## src/hdl/plar_pkg.sv

```systemverilog
// shared types, constants and the arctangent table of the arc length resampler
`timescale 1ns / 1ps
package plar_pkg;

  localparam int FifoDepth = 2;

  localparam logic [1:0] KIND_CONTINUE = 2'd0;
  localparam logic [1:0] KIND_POLYLINE = 2'd1;
  localparam logic [1:0] KIND_PATH     = 2'd2;

  typedef enum logic [1:0] {
    OP_CLEAR = 2'b01,
    OP_SEG   = 2'b10
  } op_t;

  typedef struct packed {
    op_t                op;
    logic signed [31:0] base_x;
    logic signed [31:0] base_y;
    logic signed [32:0] dx;
    logic signed [32:0] dy;
  } job_t;

  typedef struct packed {
    logic       full;
    logic       not_empty;
    logic [1:0] count;
  } fifo_stat_t;

  function automatic logic [31:0] atan_lut(input logic [4:0] i);
    logic [31:0] v;
    case (i)
      5'd0:  v = 32'h20000000;
      5'd1:  v = 32'h12E4051E;
      5'd2:  v = 32'h09FB385B;
      5'd3:  v = 32'h051111D4;
      5'd4:  v = 32'h028B0D43;
      5'd5:  v = 32'h0145D7E1;
      5'd6:  v = 32'h00A2F61E;
      5'd7:  v = 32'h00517C55;
      5'd8:  v = 32'h0028BE53;
      5'd9:  v = 32'h00145F2F;
      5'd10: v = 32'h000A2F98;
      5'd11: v = 32'h000517CC;
      5'd12: v = 32'h00028BE6;
      5'd13: v = 32'h000145F3;
      5'd14: v = 32'h0000A2FA;
      5'd15: v = 32'h0000517D;
      5'd16: v = 32'h000028BE;
      5'd17: v = 32'h0000145F;
      5'd18: v = 32'h00000A30;
      5'd19: v = 32'h00000518;
      5'd20: v = 32'h0000028C;
      5'd21: v = 32'h00000146;
      5'd22: v = 32'h000000A3;
      5'd23: v = 32'h00000051;
      default: v = 32'h0;
    endcase
    return v;
  endfunction

endpackage

```

## src/hdl/plar_if.sv

```systemverilog
// channel interfaces of the arc length resampler
`timescale 1ns / 1ps
interface plar_in_if;
  logic               valid;
  logic               ready;
  logic [1:0]         kind;
  logic signed [31:0] point_x;
  logic signed [31:0] point_y;
  modport source(output valid, kind, point_x, point_y, input ready);
  modport sink(input valid, kind, point_x, point_y, output ready);
endinterface


```

## src/hdl/plar_front.sv

```systemverilog
// front end: accepts vertices, tracks the previous vertex and queues segment and clear jobs
`timescale 1ns / 1ps
module plar_front (
  input  logic                clk,
  input  logic                rst_n,
  plar_in_if.sink             in_ch,
  input  plar_pkg::fifo_stat_t stat,
  output logic                push,
  output plar_pkg::job_t      push_job
);
  import plar_pkg::*;

  logic               have_prev_r;
  logic signed [31:0] prev_x_r;
  logic signed [31:0] prev_y_r;
  logic               accept;
  logic               start_item;

  assign in_ch.ready = !stat.full;
  assign accept      = in_ch.valid && in_ch.ready;
  assign start_item  = (in_ch.kind != KIND_CONTINUE) || !have_prev_r;

  always_comb begin
    push_job.op     = start_item ? OP_CLEAR : OP_SEG;
    push_job.base_x = prev_x_r;
    push_job.base_y = prev_y_r;
    push_job.dx     = $signed({in_ch.point_x[31], in_ch.point_x}) -
                      $signed({prev_x_r[31], prev_x_r});
    push_job.dy     = $signed({in_ch.point_y[31], in_ch.point_y}) -
                      $signed({prev_y_r[31], prev_y_r});
    push            = accept && (!start_item || in_ch.kind[1]);
  end

  always_ff @(posedge clk) begin
    if (!rst_n) begin
      have_prev_r <= 1'b0;
      prev_x_r    <= '0;
      prev_y_r    <= '0;
    end else if (accept) begin
      have_prev_r <= 1'b1;
      prev_x_r    <= in_ch.point_x;
      prev_y_r    <= in_ch.point_y;
    end
  end

endmodule

```

## src/flat_wrapper.sv

```systemverilog
// flat-port wrapper written by rule: the top's interface ports become plain ports
module plar_front_flat import plar_pkg::*;
  (clk, rst_n, stat, push, push_job, in_ch_valid, in_ch_kind, in_ch_point_x, in_ch_point_y, in_ch_ready);
  plar_in_if in_ch_i ();
  input  logic clk;
  input  logic rst_n;
  input  plar_pkg::fifo_stat_t stat;
  output logic push;
  output plar_pkg::job_t push_job;
  input wire logic [$bits(in_ch_i.valid)-1:0] in_ch_valid;
  input wire logic [$bits(in_ch_i.kind)-1:0] in_ch_kind;
  input wire logic [$bits(in_ch_i.point_x)-1:0] in_ch_point_x;
  input wire logic [$bits(in_ch_i.point_y)-1:0] in_ch_point_y;
  output wire logic [$bits(in_ch_i.ready)-1:0] in_ch_ready;
  assign in_ch_i.valid = in_ch_valid;
  assign in_ch_i.kind = in_ch_kind;
  assign in_ch_i.point_x = in_ch_point_x;
  assign in_ch_i.point_y = in_ch_point_y;
  assign in_ch_ready = in_ch_i.ready;
  plar_front u_core (.clk(clk), .rst_n(rst_n), .in_ch(in_ch_i), .stat(stat), .push(push), .push_job(push_job));
endmodule
```

## config.mk

```make
export PLATFORM = sky130hd
export DESIGN_NAME = plar_front_flat
export DESIGN_NICKNAME = d
export VERILOG_FILES = /design/src/hdl/plar_pkg.sv /design/src/hdl/plar_if.sv /design/src/hdl/plar_front.sv /design/src/flat_wrapper.sv
export SDC_FILE = /design/constraint.sdc
export NUM_CORES = 1
export LEC_CHECK = 0
export CORE_MARGIN = 4
export CORE_UTILIZATION = 55
export CTS_BUF_LIST = sky130_fd_sc_hd__clkbuf_4
export DETAILED_ROUTE_END_ITERATION = 6
export DONT_BUFFER_PORTS = 1
export PLACE_DENSITY = 0.7
export SLEW_MARGIN = 20
export SYNTH_ARGS = -nofsm -noshare
export SYNTH_HDL_FRONTEND = slang
export SYNTH_SLANG_ARGS = --single-unit
```

## constraint.sdc

```tcl
create_clock -name clk -period 6.35 [get_ports clk]
set_input_delay 0 -clock clk [delete_from_list [all_inputs] [get_ports clk]]
set_output_delay 0 -clock clk [all_outputs]
set_load 0.01 [all_outputs]
```

==> flow_summary_export.csv <==
group,metric,value,unit
cts,ctsResizeCount,0,
placement,dp_cells,974,
synth,synth-seq-cells,65,
critical_path,r2r.worst_path.cells,3,
cts,cts_sinks,65,
worst_hold_path,hold_path.class,"primary input to primary output",
final_layout,antenna_cells,0,
synth,synth_ff_type,"dfxtp_1",
pwr,pwr-share-seq,33.7,%
pwr,totalPowerFinal,1.35,mW
final_layout,stdcell_count,1148,
critical_path,crit_path_max_fanout,6,
critical_path,critPathCaptureType,"primary output",
pwr,switching_share,41.3,%
timing,holdWs,65.3,ps
timing,worstMarginPinSlew,798,ps
cts,clockBufferDepth,2,
outcome,status,"complete, no violations",
critical_path,reg2reg_from,"u_core.prev_y_r[30]$_SDFFE_PN0P_",
timing,fin_crit,3290,ps
timing,tns,0,ps
critical_path,critical_path_arrival,3290,ps
timing,final_hold_viol_count,0,
synth,netlist.area_leader.share,20.9,%
final_layout,nFillCells,818,
cts,clk_pin_slew,130,ps
global_route,grt_pass1_wl,32900,um
cts,cts_tree,"built",
critical_path,reg2reg_to,"u_core.prev_y_r[30]$_SDFFE_PN0P_",
cts,clockRootBuffer,"clkbuf_4",
floorplanning,die_y,114,um
timing,fmaxAchievable,0.304,GHz
synth,syn_area,6220,um2
synth,syn_nets,1008,
worst_hold_path,whs_path_depth,1,
final_layout,multiInputGateArea,4440,um2
drt,drt_pass1_iterations,5,
final_layout,final_nets,1142,
pwr,peakVddDrop,0.139,mV
final_layout,final_cell_mix,"nand2_1, dlygate4sd3_1, inv_1",
timing,finalMaxSlewViolations,0,
worst_hold_path,hold_end,"in_ch_ready",
pwr,power_frac_comb,43.6,%
drt,drt_iter0_markers,462,
synth,avgSynthCellArea,7.16,um2
pwr,intPower,795,uW
timing,period_share,51.8,%
drt,drc,0,
worst_hold_path,hold_start,"stat[3]",
floorplanning,core-area,10900,um2
cts,numCtsBuffers,9,
cts,insertion_delay,450,ps
synth,synth_edf_count,0,
synth,synth_cell_types,63,
floorplanning,initial_core_util,56.9,%
critical_path,path_class,"flop to primary output",
global_route,grt_max_degree,66,
job,max_cap_violations,0,
critical_path,required,6350,ps
synth,synthArstFlopShare,0,%
pwr,p_leak,3.25,nW
final_layout,fin_util,73.1,%
critical_path,r2r_slack,4930,ps
final_layout,final_common_cell,"nand2_1",
synth,synth_top_cell_by_area,"dfxtp_1",
synth,yosysSeqAreaShare,20.9,%
floorplanning,die_w,114,um
pwr,power.density,169,nW/um2
critical_path,crit_path_start_kind,"flop",
global_route,grt_overflow,0,
cts,htree_levels,3,
pwr,p_switching,558,uW
timing,max_slew_margin,46.4,%
global_route,antenna_found_initial,0,
drt,finalWirelength,20400,um
drt,vias_per_cell,5.88,
placement,gp_congestion,0.903,
placement,port_buffers,0,
synth,yosysWarnings,0,
timing,clock_skew,0,ps
floorplanning,rows,38,
synth,synth_cells,869,
final_layout,area_delta_synth_final,28.4,%
floorplanning,die-area,13100,um2
drt,ant_nets,0,
global_route,grt_pass1_vias,6836,
timing,setup_viol,0,
pwr,power_frac_clock,22.7,%
global_route,grt_use_total,31.1,%
timing,rsz0062_at_grt,"false",
final_layout,seq_area,1300,um2
drt,vias,6750,
placement,dp_hpwl,13400,um
floorplanning,io_pins,207,
synth,ys_top_cells_by_area,"dfxtp_1, ha_1, nand2_1",
drt,avgRoutedWirePerCell,17.8,um
final_layout,drive_above_1_share,3.27,%
-- registers in the layout (all words and copies together), names as in the netlist --
name / count
u_core.prev_x_r: 32
u_core.prev_y_r: 32
u_core.have_prev_r: 1
-- logic make-up (layout without fill, tap and decap cells) --
kind of cell | Yosys count | after routing | synth area share, %
AND/OR/NAND/NOR | 287 | 287 | 20.0
AO/OA/AOI/OAI | 270 | 270 | 29.7
buffers and inverters | 124 | 263 | 7.88
adder cells (fa/ha/maj) | 66 | 66 | 13.5
flip-flops | 65 | 65 | 20.9
XOR/XNOR | 57 | 57 | 8.02
-- stage by stage --
stage | instance area (um2) | setup WS, ps
after floorplan | 6220 | 4020
after CTS | 7990 | 3120
final | 7990 | 3060
after global placement | 6260 | 3710
after global routing | 7990 | 2850
after detailed placement | 6260 | 3660
-- per-layer routing --
layer | vias up | global-route usage, % | share of wire [%]
met3 | 60 | 9.46 | 9.1
met2 | 295 | 54.1 | 49
met4 | 0 | 12.7 | 3.3
li1 | 3254 | - | -
met5 | - | 0 | 0
met1 | 3141 | 35.2 | 39
-- timing repair --
action,4_1_cts,5_1_grt
hold buffers,158,0
hold endpoints to repair,65,0
setup buffers,0,0
setup endpoints to repair,0,0
-- power by group through the flow --
stage	Clock [mW]	Combinational (mW)	Sequential (mW)
after floorplan	0	0.412	0.457
after global placement	0	0.486	0.463
after detailed placement	0	0.497	0.464
after CTS	0.308	0.574	0.455
after global routing	0.330	0.644	0.458
final	0.307	0.589	0.456
-- area by class of cell --
cell class,count,share of cell area [%]
clock buffers,11,1.03
clock inverters,5,0.705
inverters,87,4.09
multi-input cells,680,55.6
flip-flops and latches,65,16.3
well taps,140,2.19
repair buffers,160,20.1
-- how the worst max path moves through the flow --
stage / from / to / slack, ps / cells after the start
detailed placement: u_core.prev_y_r[1]$_SDFFE_PN0P_ / push_job[29] / 3660 / 9
global placement: u_core.prev_y_r[1]$_SDFFE_PN0P_ / push_job[29] / 3710 / 9
finish: u_core.prev_y_r[10]$_SDFFE_PN0P_ / push_job[29] / 3060 / 9
floorplan: u_core.prev_x_r[12]$_SDFFE_PN0P_ / push_job[62] / 4020 / 10
CTS: u_core.prev_y_r[1]$_SDFFE_PN0P_ / push_job[29] / 3120 / 9
global route: u_core.prev_y_r[10]$_SDFFE_PN0P_ / push_job[29] / 2850 / 9
-- synthesized netlist by cell type (4+ instances only) --
library cell and n:
o21ai_1 5, buf_4 4, o21ai_0 28, and3_1 5, dfxtp_1 65, o21bai_1 6, nand3_1 20, a21o_1 26
nand4_1 7, nand2_1 180, a21boi_0 64, a31oi_1 6, clkbuf_1 24, xnor2_1 37, o21a_1 8, ha_1 64
xor2_1 20, o211ai_1 8, nor2_1 31, o31ai_1 4, buf_1 6, a21oi_1 69, nand2b_1 10, a211oi_1 9
inv_1 87, and2_1 9, nor2b_1 5, nor3_1 10
-- critical path, cell delays in order (launching register included) --
cell	delay, ps
dfxtp_1	450
inv_1	70
ha_1	370
and3_1	250
nand2_1	90
o221ai_1	160
a21oi_1	130
o31ai_1	730
a311oi_1	240
xnor2_1	320
(Power assumes the default switching activity.)
