File: src/hdl/plar_pkg.sv
// shared types, constants and the arctangent table of the arc length resampler
`timescale 1ns / 1ps
package plar_pkg;

  localparam int FifoDepth = 2;

  localparam logic [1:0] KIND_CONTINUE = 2'd0;
  localparam logic [1:0] KIND_POLYLINE = 2'd1;
  localparam logic [1:0] KIND_PATH     = 2'd2;

  typedef enum logic [1:0] {
    OP_CLEAR = 2'b01,
    OP_SEG   = 2'b10
  } op_t;

  typedef struct packed {
    op_t                op;
    logic signed [31:0] base_x;
    logic signed [31:0] base_y;
    logic signed [32:0] dx;
    logic signed [32:0] dy;
  } job_t;

  typedef struct packed {
    logic       full;
    logic       not_empty;
    logic [1:0] count;
  } fifo_stat_t;

  function automatic logic [31:0] atan_lut(input logic [4:0] i);
    logic [31:0] v;
    case (i)
      5'd0:  v = 32'h20000000;
      5'd1:  v = 32'h12E4051E;
      5'd2:  v = 32'h09FB385B;
      5'd3:  v = 32'h051111D4;
      5'd4:  v = 32'h028B0D43;
      5'd5:  v = 32'h0145D7E1;
      5'd6:  v = 32'h00A2F61E;
      5'd7:  v = 32'h00517C55;
      5'd8:  v = 32'h0028BE53;
      5'd9:  v = 32'h00145F2F;
      5'd10: v = 32'h000A2F98;
      5'd11: v = 32'h000517CC;
      5'd12: v = 32'h00028BE6;
      5'd13: v = 32'h000145F3;
      5'd14: v = 32'h0000A2FA;
      5'd15: v = 32'h0000517D;
      5'd16: v = 32'h000028BE;
      5'd17: v = 32'h0000145F;
      5'd18: v = 32'h00000A30;
      5'd19: v = 32'h00000518;
      5'd20: v = 32'h0000028C;
      5'd21: v = 32'h00000146;
      5'd22: v = 32'h000000A3;
      5'd23: v = 32'h00000051;
      default: v = 32'h0;
    endcase
    return v;
  endfunction

endpackage

File: src/hdl/plar_fifo.sv
// two-entry job queue between front and back end
`timescale 1ns / 1ps
module plar_fifo (
  input  logic                 clk,
  input  logic                 rst_n,
  input  logic                 push,
  input  plar_pkg::job_t       push_job,
  input  logic                 pop,
  output plar_pkg::job_t       head,
  output plar_pkg::fifo_stat_t stat
);
  import plar_pkg::*;

  job_t       mem_r [FifoDepth];
  logic       wr_ptr_r;
  logic       rd_ptr_r;
  logic [1:0] cnt_r;
  logic [1:0] cnt_nxt;

  assign head           = mem_r[rd_ptr_r];
  assign stat.full      = (cnt_r == 2'(FifoDepth));
  assign stat.not_empty = (cnt_r != 2'd0);
  assign stat.count     = cnt_r;

  always_comb begin
    cnt_nxt = cnt_r;
    if (push && !pop) cnt_nxt = cnt_r + 2'd1;
    if (pop && !push) cnt_nxt = cnt_r - 2'd1;
  end

  always_ff @(posedge clk) begin
    if (push) mem_r[wr_ptr_r] <= push_job;
  end

  always_ff @(posedge clk) begin
    if (!rst_n) begin
      wr_ptr_r <= 1'b0;
      rd_ptr_r <= 1'b0;
      cnt_r    <= 2'd0;
    end else begin
      if (push) wr_ptr_r <= !wr_ptr_r;
      if (pop)  rd_ptr_r <= !rd_ptr_r;
      cnt_r <= cnt_nxt;
    end
  end

endmodule

File: config.mk
export PLATFORM = sky130hd
export DESIGN_NAME = plar_fifo
export DESIGN_NICKNAME = d
export VERILOG_FILES = /design/src/hdl/plar_pkg.sv /design/src/hdl/plar_fifo.sv
export SDC_FILE = /design/constraint.sdc
export NUM_CORES = 1
export LEC_CHECK = 0
export ABC_AREA = 1
export BUFFER_PORTS_ARGS = -buffer_cell sky130_fd_sc_hd__buf_2
export CORE_ASPECT_RATIO = 0.5
export CORE_MARGIN = 10
export CORE_UTILIZATION = 40
export CTS_CLUSTER_SIZE = 16
export DETAILED_ROUTE_END_ITERATION = 10
export GPL_ROUTABILITY_DRIVEN = 0
export MAX_ROUTING_LAYER = met4
export RECOVER_POWER = 100
export SYNTH_ARGS = -nofsm -noshare
export SYNTH_HDL_FRONTEND = slang
export SYNTH_SLANG_ARGS = --single-unit
File: constraint.sdc
create_clock -name clk -period 13.85 [get_ports clk]
set_clock_uncertainty 0.15 [all_clocks]
set_input_delay 2.0775 -clock clk [delete_from_list [all_inputs] [get_ports clk]]
set_output_delay 2.0775 -clock clk [all_outputs]
set_load 0.05 [all_outputs]
==> results of run 1 <==
==> layer usage <==
| metal | wire [µm] | part of all wire | GRT usage |
|---|---|---|---|
| met1 | 8385 | 0.36 | 0.1438 |
| met2 | 13450 | 0.58 | 0.2740 |
| met3 | 912 | 0.039 | 0.03277 |
| met4 | 421 | 0.018 | 0.03259 |
| met5 | 0 | 0 | - |
==> logic make-up (layout without fill, tap and decap cells) <==
logic type	after synthesis	in the layout
compound gates	2	2
mux	132	132
flops	269	269
simple gates	21	21
buf+inv	21	327
other cells	0	3
fa+ha+maj	1	1
==> Yosys cell counts, drive strengths merged <==
master  number
nand4        1
inv          6
mux2       132
edfxtp     264
ha           1
a21oi        1
dfxtp        5
buf         15
nor2        11
nand2        9
o21ai        1
==> flip-flops by register name (all words and copies together) (netlist names), named ones only <==
name	flops
cnt_r	2
rd_ptr_r	1
mem_r	264
wr_ptr_r	1
==> metrics by stage <==
stage / instances / power [mW] / cell area, µm² / hold slack [ns] / utilization
2_1_floorplan: 446 / 1.196 / 10080 / 0.3135 / -
3_3_place_gp: 1043 / 1.264 / 11770 / 0.3293 / 0.4830
4_1_cts: 1088 / 1.894 / 12500 / 0.3600 / 0.5127
3_5_place_dp: 1043 / 1.268 / 11770 / 0.3417 / 0.4830
6_report: 1091 / 1.849 / 12110 / 0.3612 / 0.4967
5_1_grt: 1091 / 1.925 / 12110 / 0.3816 / 0.4967
==> layout make-up <==
| cell class | instances | area, µm² |
|---|---|---|
| Timing Repair Buffer | 276 | 1184 |
| Clock inverter | 18 | 91.34 |
| Clock buffer | 27 | 633.1 |
| Inverter | 6 | 23.77 |
| Sequential cell | 269 | 8028 |
| Multi-Input combinational cell | 156 | 1718 |
| Fill cell | 2146 | 12270 |
| Antenna cell | 3 | 7.507 |
| Tap cell | 336 | 420.4 |
==> path summary, 6_finish.rpt <==
path / startpoint / endpoint / slack, ns
worst max-delay path: push / mem_r[0][92] / 5.12
worst min-delay path: wr_ptr_r / wr_ptr_r / 0.36
worst max register to register: wr_ptr_r / mem_r[0][92] / 6.52
worst min register to register: wr_ptr_r / wr_ptr_r / 0.36
==> power groups by stage <==
stage,Sequential [mW],Combinational [mW],Clock [mW]
2_1_floorplan,0.976,0.220,0
3_3_place_gp,0.976,0.287,0
3_5_place_dp,0.978,0.290,0
4_1_cts,0.961,0.291,0.642
5_1_grt,0.967,0.280,0.678
6_report,0.962,0.266,0.620
==> critical path: stages <==
cell      delay, ns
clkbuf_1       0.12
inv_1          0.08
nor2_1         1.35
clkbuf_1       2.53
clkbuf_1       2.41
==> run metrics, run 1 <==
dpl ws=about 8.5 ns; Final TNS setup=0 ns; final worst path period share=0.6305; core box area=24370 µm²; Yosys top cell by area=edfxtp_1; DRC viols=0; final count of hold timing violations=0; Gate power share=0.144; layout cell share with drive strength beyond 1=0.3138; Overall Global Routing Usage=0.1427; max_cap viols=7; Synth Instances=446; first-pass GRT wire length=34370 µm; worst hold path stage count=2; worst-case clock buffer depth=3; detailed placer's ending HPWL=16230 µm; Net Count, Synth=583; Clock Power Share=0.336; Seq pwr share=0.520; Worst-Margin Slew=3.770 ns; Nets=871; final antenna-violating net count=0; #FFs+latches synth=around 270; P_leak=4.232 nW; clk sinks=269; post-synthesis mux area share=0.1772; syn avg cell area=22.61 µm²; largest family of logic cells by synthesized area=multiplexers; DRT Wirelength=23170 µm; crit start category=input pin; critical setup path kind=in2reg; largest net degree at the start of global routing=78; Max Fclk=approximately 110 MHz; CTS H-tree depth=1; Worst Path Required=around 14 ns; Layout Area Growth over Synthesis=20.07%; root buf cell=clkbuf_16; Reg clk slew, reported paths=0.07 ns; failing checks=max-capacitance violations, max-slew violations; die width=244.5 µm; Synth Area in XOR/XNOR=0; initial antenna violation count=3; TritonCTS clock tree=yes; Synth Area in Compound Gates=0.0009928; DR iter-0 viols=253; vias in the first global route=5424; share of the synthesized area in the top cell type=0.7863; Clock Latency Late Sink=0.53 ns; Vias=~5000; Die Ht=132.3 µm; CTS resizes=0; register area share after synthesis=0.7962; I/O pin count=about 270; Final Slew Violations=375; outcome=complete, but fails checks; Pwr Density=~150 nW/µm²; most common cell after layout, fill and taps aside=edfxtp_1; Row Count=40; area of the die=32340 µm²; RSZ-0062 raised after global routing=no; synth top area cells=edfxtp_1 (79%), mux2_4 (12%), mux2_2 (5.8%); crit path DAT=8.64 ns; min cycle time layout=between 8 and 9 ns; maximum vdd drop=0.06371 mV; CTS Buf Count=25; Hold Crit Class=reg2reg; Int Power=1.345 mW; PnR worst setup slack=between 5 and 6 ns; Initial DRT Pass Iterations=4; post-CTS setup buffers=0; global route overflow=0; Post-Synth Adder-Cell Area=0.001241; worst rel slew slack=-1.527; switching part of the total=0.2726; Post-Syn Area=10080 µm²; fraction of the mapped netlist area in simple logic gates=0.008067; Crit. End Element=flip-flop; most frequent cells in the layout=edfxtp_1 (264), clkbuf_1 (160), buf_2 (115); Distinct cells, synth=14; final setup fails=0; Initial Util=0.4137; drt via density=4.570; Worst Path Max Fanout=about 60; Hold Buf Count CTS=0; DR WL/cell=21.24 µm; cells on worst reg2reg path=3; IO buf count=271; sw power=just over 0.5 mW; yosys warns=0
(Power assumes the default switching activity.)
==> run 2: changes to the inputs <==
--- a/config.mk
+++ b/config.mk
@@ -5,7 +5,7 @@
 export SDC_FILE = /design/constraint.sdc
 export NUM_CORES = 1
 export LEC_CHECK = 0
-export ABC_AREA = 1
+export ABC_AREA = 0
 export BUFFER_PORTS_ARGS = -buffer_cell sky130_fd_sc_hd__buf_2
 export CORE_ASPECT_RATIO = 0.5
 export CORE_MARGIN = 10
==> constraint.sdc (replaced) <==
create_clock -name clk -period 8.6 [get_ports clk]
set_clock_uncertainty 0.15 [all_clocks]
set_input_delay 1.29 -clock clk [delete_from_list [all_inputs] [get_ports clk]]
set_output_delay 1.29 -clock clk [all_outputs]
set_load 0.05 [all_outputs]
==> run 2 against run 1 <==
Compared with the run above:
- largest cell class unchanged
- first-iteration DRC count shrank 14%
- non-clock buffer count is the same
- die area shrank 0.15%
- critical endpoint is now head[57]
- combinational power grew 83%
- via count shrank 0.36%
- the run still ends with max-capacitance violations, max-slew violations left
==> run metrics, run 2 <==
CTS Buf Count=24 (-4.0%); Pwr Density=253.0 nW/µm² (+66%); crit start category=flip-flop; Util after Layout=0.4980 (+0.001386); Row Count=40 (unchanged); async set-or-reset flop fraction in the synthesized netlist=0 (unchanged); critical setup path kind=reg2out; clk sinks=269 (unchanged); most common cell in the netlist=edfxtp_1; Yosys top cell by area=edfxtp_1; root buf cell=clkbuf_16; Clock Latency Late Sink=0.51 ns (-0.02 ns); Layout Area Growth over Synthesis=20.61%; CTS H-tree depth=1 (unchanged); drt via density=4.634 (+1.4%); synth top area cells=edfxtp_1 (79%), mux2_4 (12%), mux2_2 (5.8%); DR WL/cell=21.24 µm (about the same); Buf+Inv Stages, Crit Path=2 (-2); EDFF count, synth=264 (unchanged); initial antenna violation count=2 (-1); GR Layer Usage met2=0.2719 (-0.002146); register area share after synthesis=0.7976 (+0.001386); Hold Buf Count CTS=0 (unchanged); first-pass GRT wire length=33290 µm (-3.1%); Overall Global Routing Usage=0.1377 (-0.005082); failing checks=max-capacitance violations, max-slew violations; worst-case clock buffer depth=3 (unchanged); Max Fclk=170.7 MHz; yosys warns=0 (unchanged); DRC viols=0 (unchanged); commonest cells in the netlist=edfxtp_1 (264), mux2_4 (80), mux2_2 (52); IO buf count=271 (unchanged); final antenna-violating net count=0 (unchanged); maximum vdd drop=0.1244 mV (+95%); CP Cell Sequence=clkbuf_2 > mux2_4 > clkbuf_1; most common cell after layout, fill and taps aside=edfxtp_1; syn avg cell area=23.24 µm² (+2.8%); GRT Max-Usage Layer=met2; Largest Register=mem_r; final count of hold timing violations=0 (unchanged); Hold Crit Class=reg2reg; Worst path max stage delay=1.76 ns (-0.77 ns); share of the synthesized area in the top cell type=0.7877 (+0.001368); Initial DRT Pass Iterations=4 (unchanged); worst rel slew slack=-1.574 (-0.04701); core box area=24370 µm² (unchanged); P_leak=4.225 nW (-0.16%); global route overflow=0 (unchanged); final setup fails=0 (unchanged); CP max stage cell=dfxtp_1; GR Util met3=0.03074 (-0.002023); detailed placer's ending HPWL=15650 µm (-3.6%); dpl ws=4.826 ns (-3.663 ns); Worst Path Required=7.16 ns (-6.60 ns); post-CTS setup buffers=0 (unchanged); Worst-Margin Slew=3.861 ns (+0.09124 ns); Nets=857 (-1.6%); Final TNS setup=0 ns (unchanged); largest net degree at the start of global routing=69 (-12%); PnR worst setup slack=2.743 ns (-2.374 ns); Reg clk slew, reported paths=0.07 ns (about the same); Crit. End Element=output port; layout cell share with drive strength beyond 1=0.3270 (+0.01315); Post-Syn Area=10060 µm² (-0.17%); most frequent cells in the layout=edfxtp_1 (264), clkbuf_1 (167), buf_2 (112); TritonCTS clock tree=yes; area of the die=32290 µm² (-0.15%); DR iter-0 viols=217 (-14%); Distinct cells, synth=19 (+5); CTS resizes=0 (unchanged); #FFs+latches synth=269 (unchanged); vias in the first global route=5319 (-1.9%); ys flop type=edfxtp_1; Vias=4968 (-0.36%); biggest regs=mem_r: 264 flops, cnt_r: 2 flops; Initial Util=0.4129 (-0.0007187); family with the most delay on the worst path=buffers and inverters; I/O pin count=272 (unchanged); Die Ht=132.2 µm (about the same); Worst Path Max Fanout=48 (-19%); max_cap viols=4 (-3); die width=244.3 µm (about the same); min cycle time layout=5.857 ns; DRT Wirelength=22770 µm (-1.7%); crit path DAT=4.42 ns (-4.22 ns); final worst path period share=0.6811; outcome=complete, but fails checks; Largest register FFs=264 (unchanged); RSZ-0062 raised after global routing=no; Net Count, Synth=570 (-2.2%); Synth Instances=433 (-2.9%); fin cells=1072 (-1.7%); Post-Place Cells=1030 (-1.2%); met1 Resource Use GR=0.1300 (-0.01375); Final Slew Violations=183 (-51%)
run 2: stage by stage:
| step | hold slack, ns | cell area [µm²] | power [mW] |
|---|---|---|---|
| CTS | 0.3954 | 12500 | 3.144 |
| detailed placement | 0.3854 | 11760 | 2.101 |
| global placement | 0.3392 | 11760 | 2.093 |
| finish | 0.4046 | 12140 | 3.071 |
| global route | 0.4817 | 12140 | 3.187 |
| floorplan | 0.4046 | 10060 | 1.976 |
run 2: kinds of logic after synthesis:
family | share of synthesized area
XOR/XNOR | 0.002611
AO/OA/AOI/OAI | 0.001989
buffers and inverters | 0.01343
multiplexers | 0.1775
adder cells (fa/ha/maj) | 0.001243
flip-flops | 0.7976
AND/OR/NAND/NOR | 0.005595
run 2: worst reg2reg max path: cells and delay by family (launching register included):
family | cells | cell delay (ns)
buf+inv | 1 | 2.79
simple gates | 1 | 0.82
flops | 1 | 0.34
run 2: where the power goes:
part	switching (mW)	internal, mW
combinational	0.361	0.127
clock	0.452	0.589
sequential	0.0238	1.52
run 2: metal layers:
layer | vias up | wire length, µm | part of all wire
li1 | 2286 | - | -
met1 | 2546 | 7995 | 0.35
met2 | 97 | 13300 | 0.58
met3 | 39 | 868 | 0.038
met4 | 0 | 605 | 0.027
met5 | - | 0 | 0
run 2: area by class of cell:
type,count,area (µm²)
fillers,2136,12230
flip-flops and latches,269,8028
multi-input cells,148,1754
repair buffers,276,1185
clock buffers,31,648.1
well taps,336,420.4
clock inverters,9,95.09
diodes,2,5.005
inverters,1,3.754
run 2: path summary, 6_finish.rpt:
kind,from,endpoint,slack (ns),depth (start not counted)
worst max register to register,wr_ptr_r,mem_r[1][29],3.96,2
worst min register to register,cnt_r[1],cnt_r[1],0.40,2
worst min-delay path,cnt_r[1],cnt_r[1],0.40,2
worst max-delay path,flip-flop,head[57],2.74,3
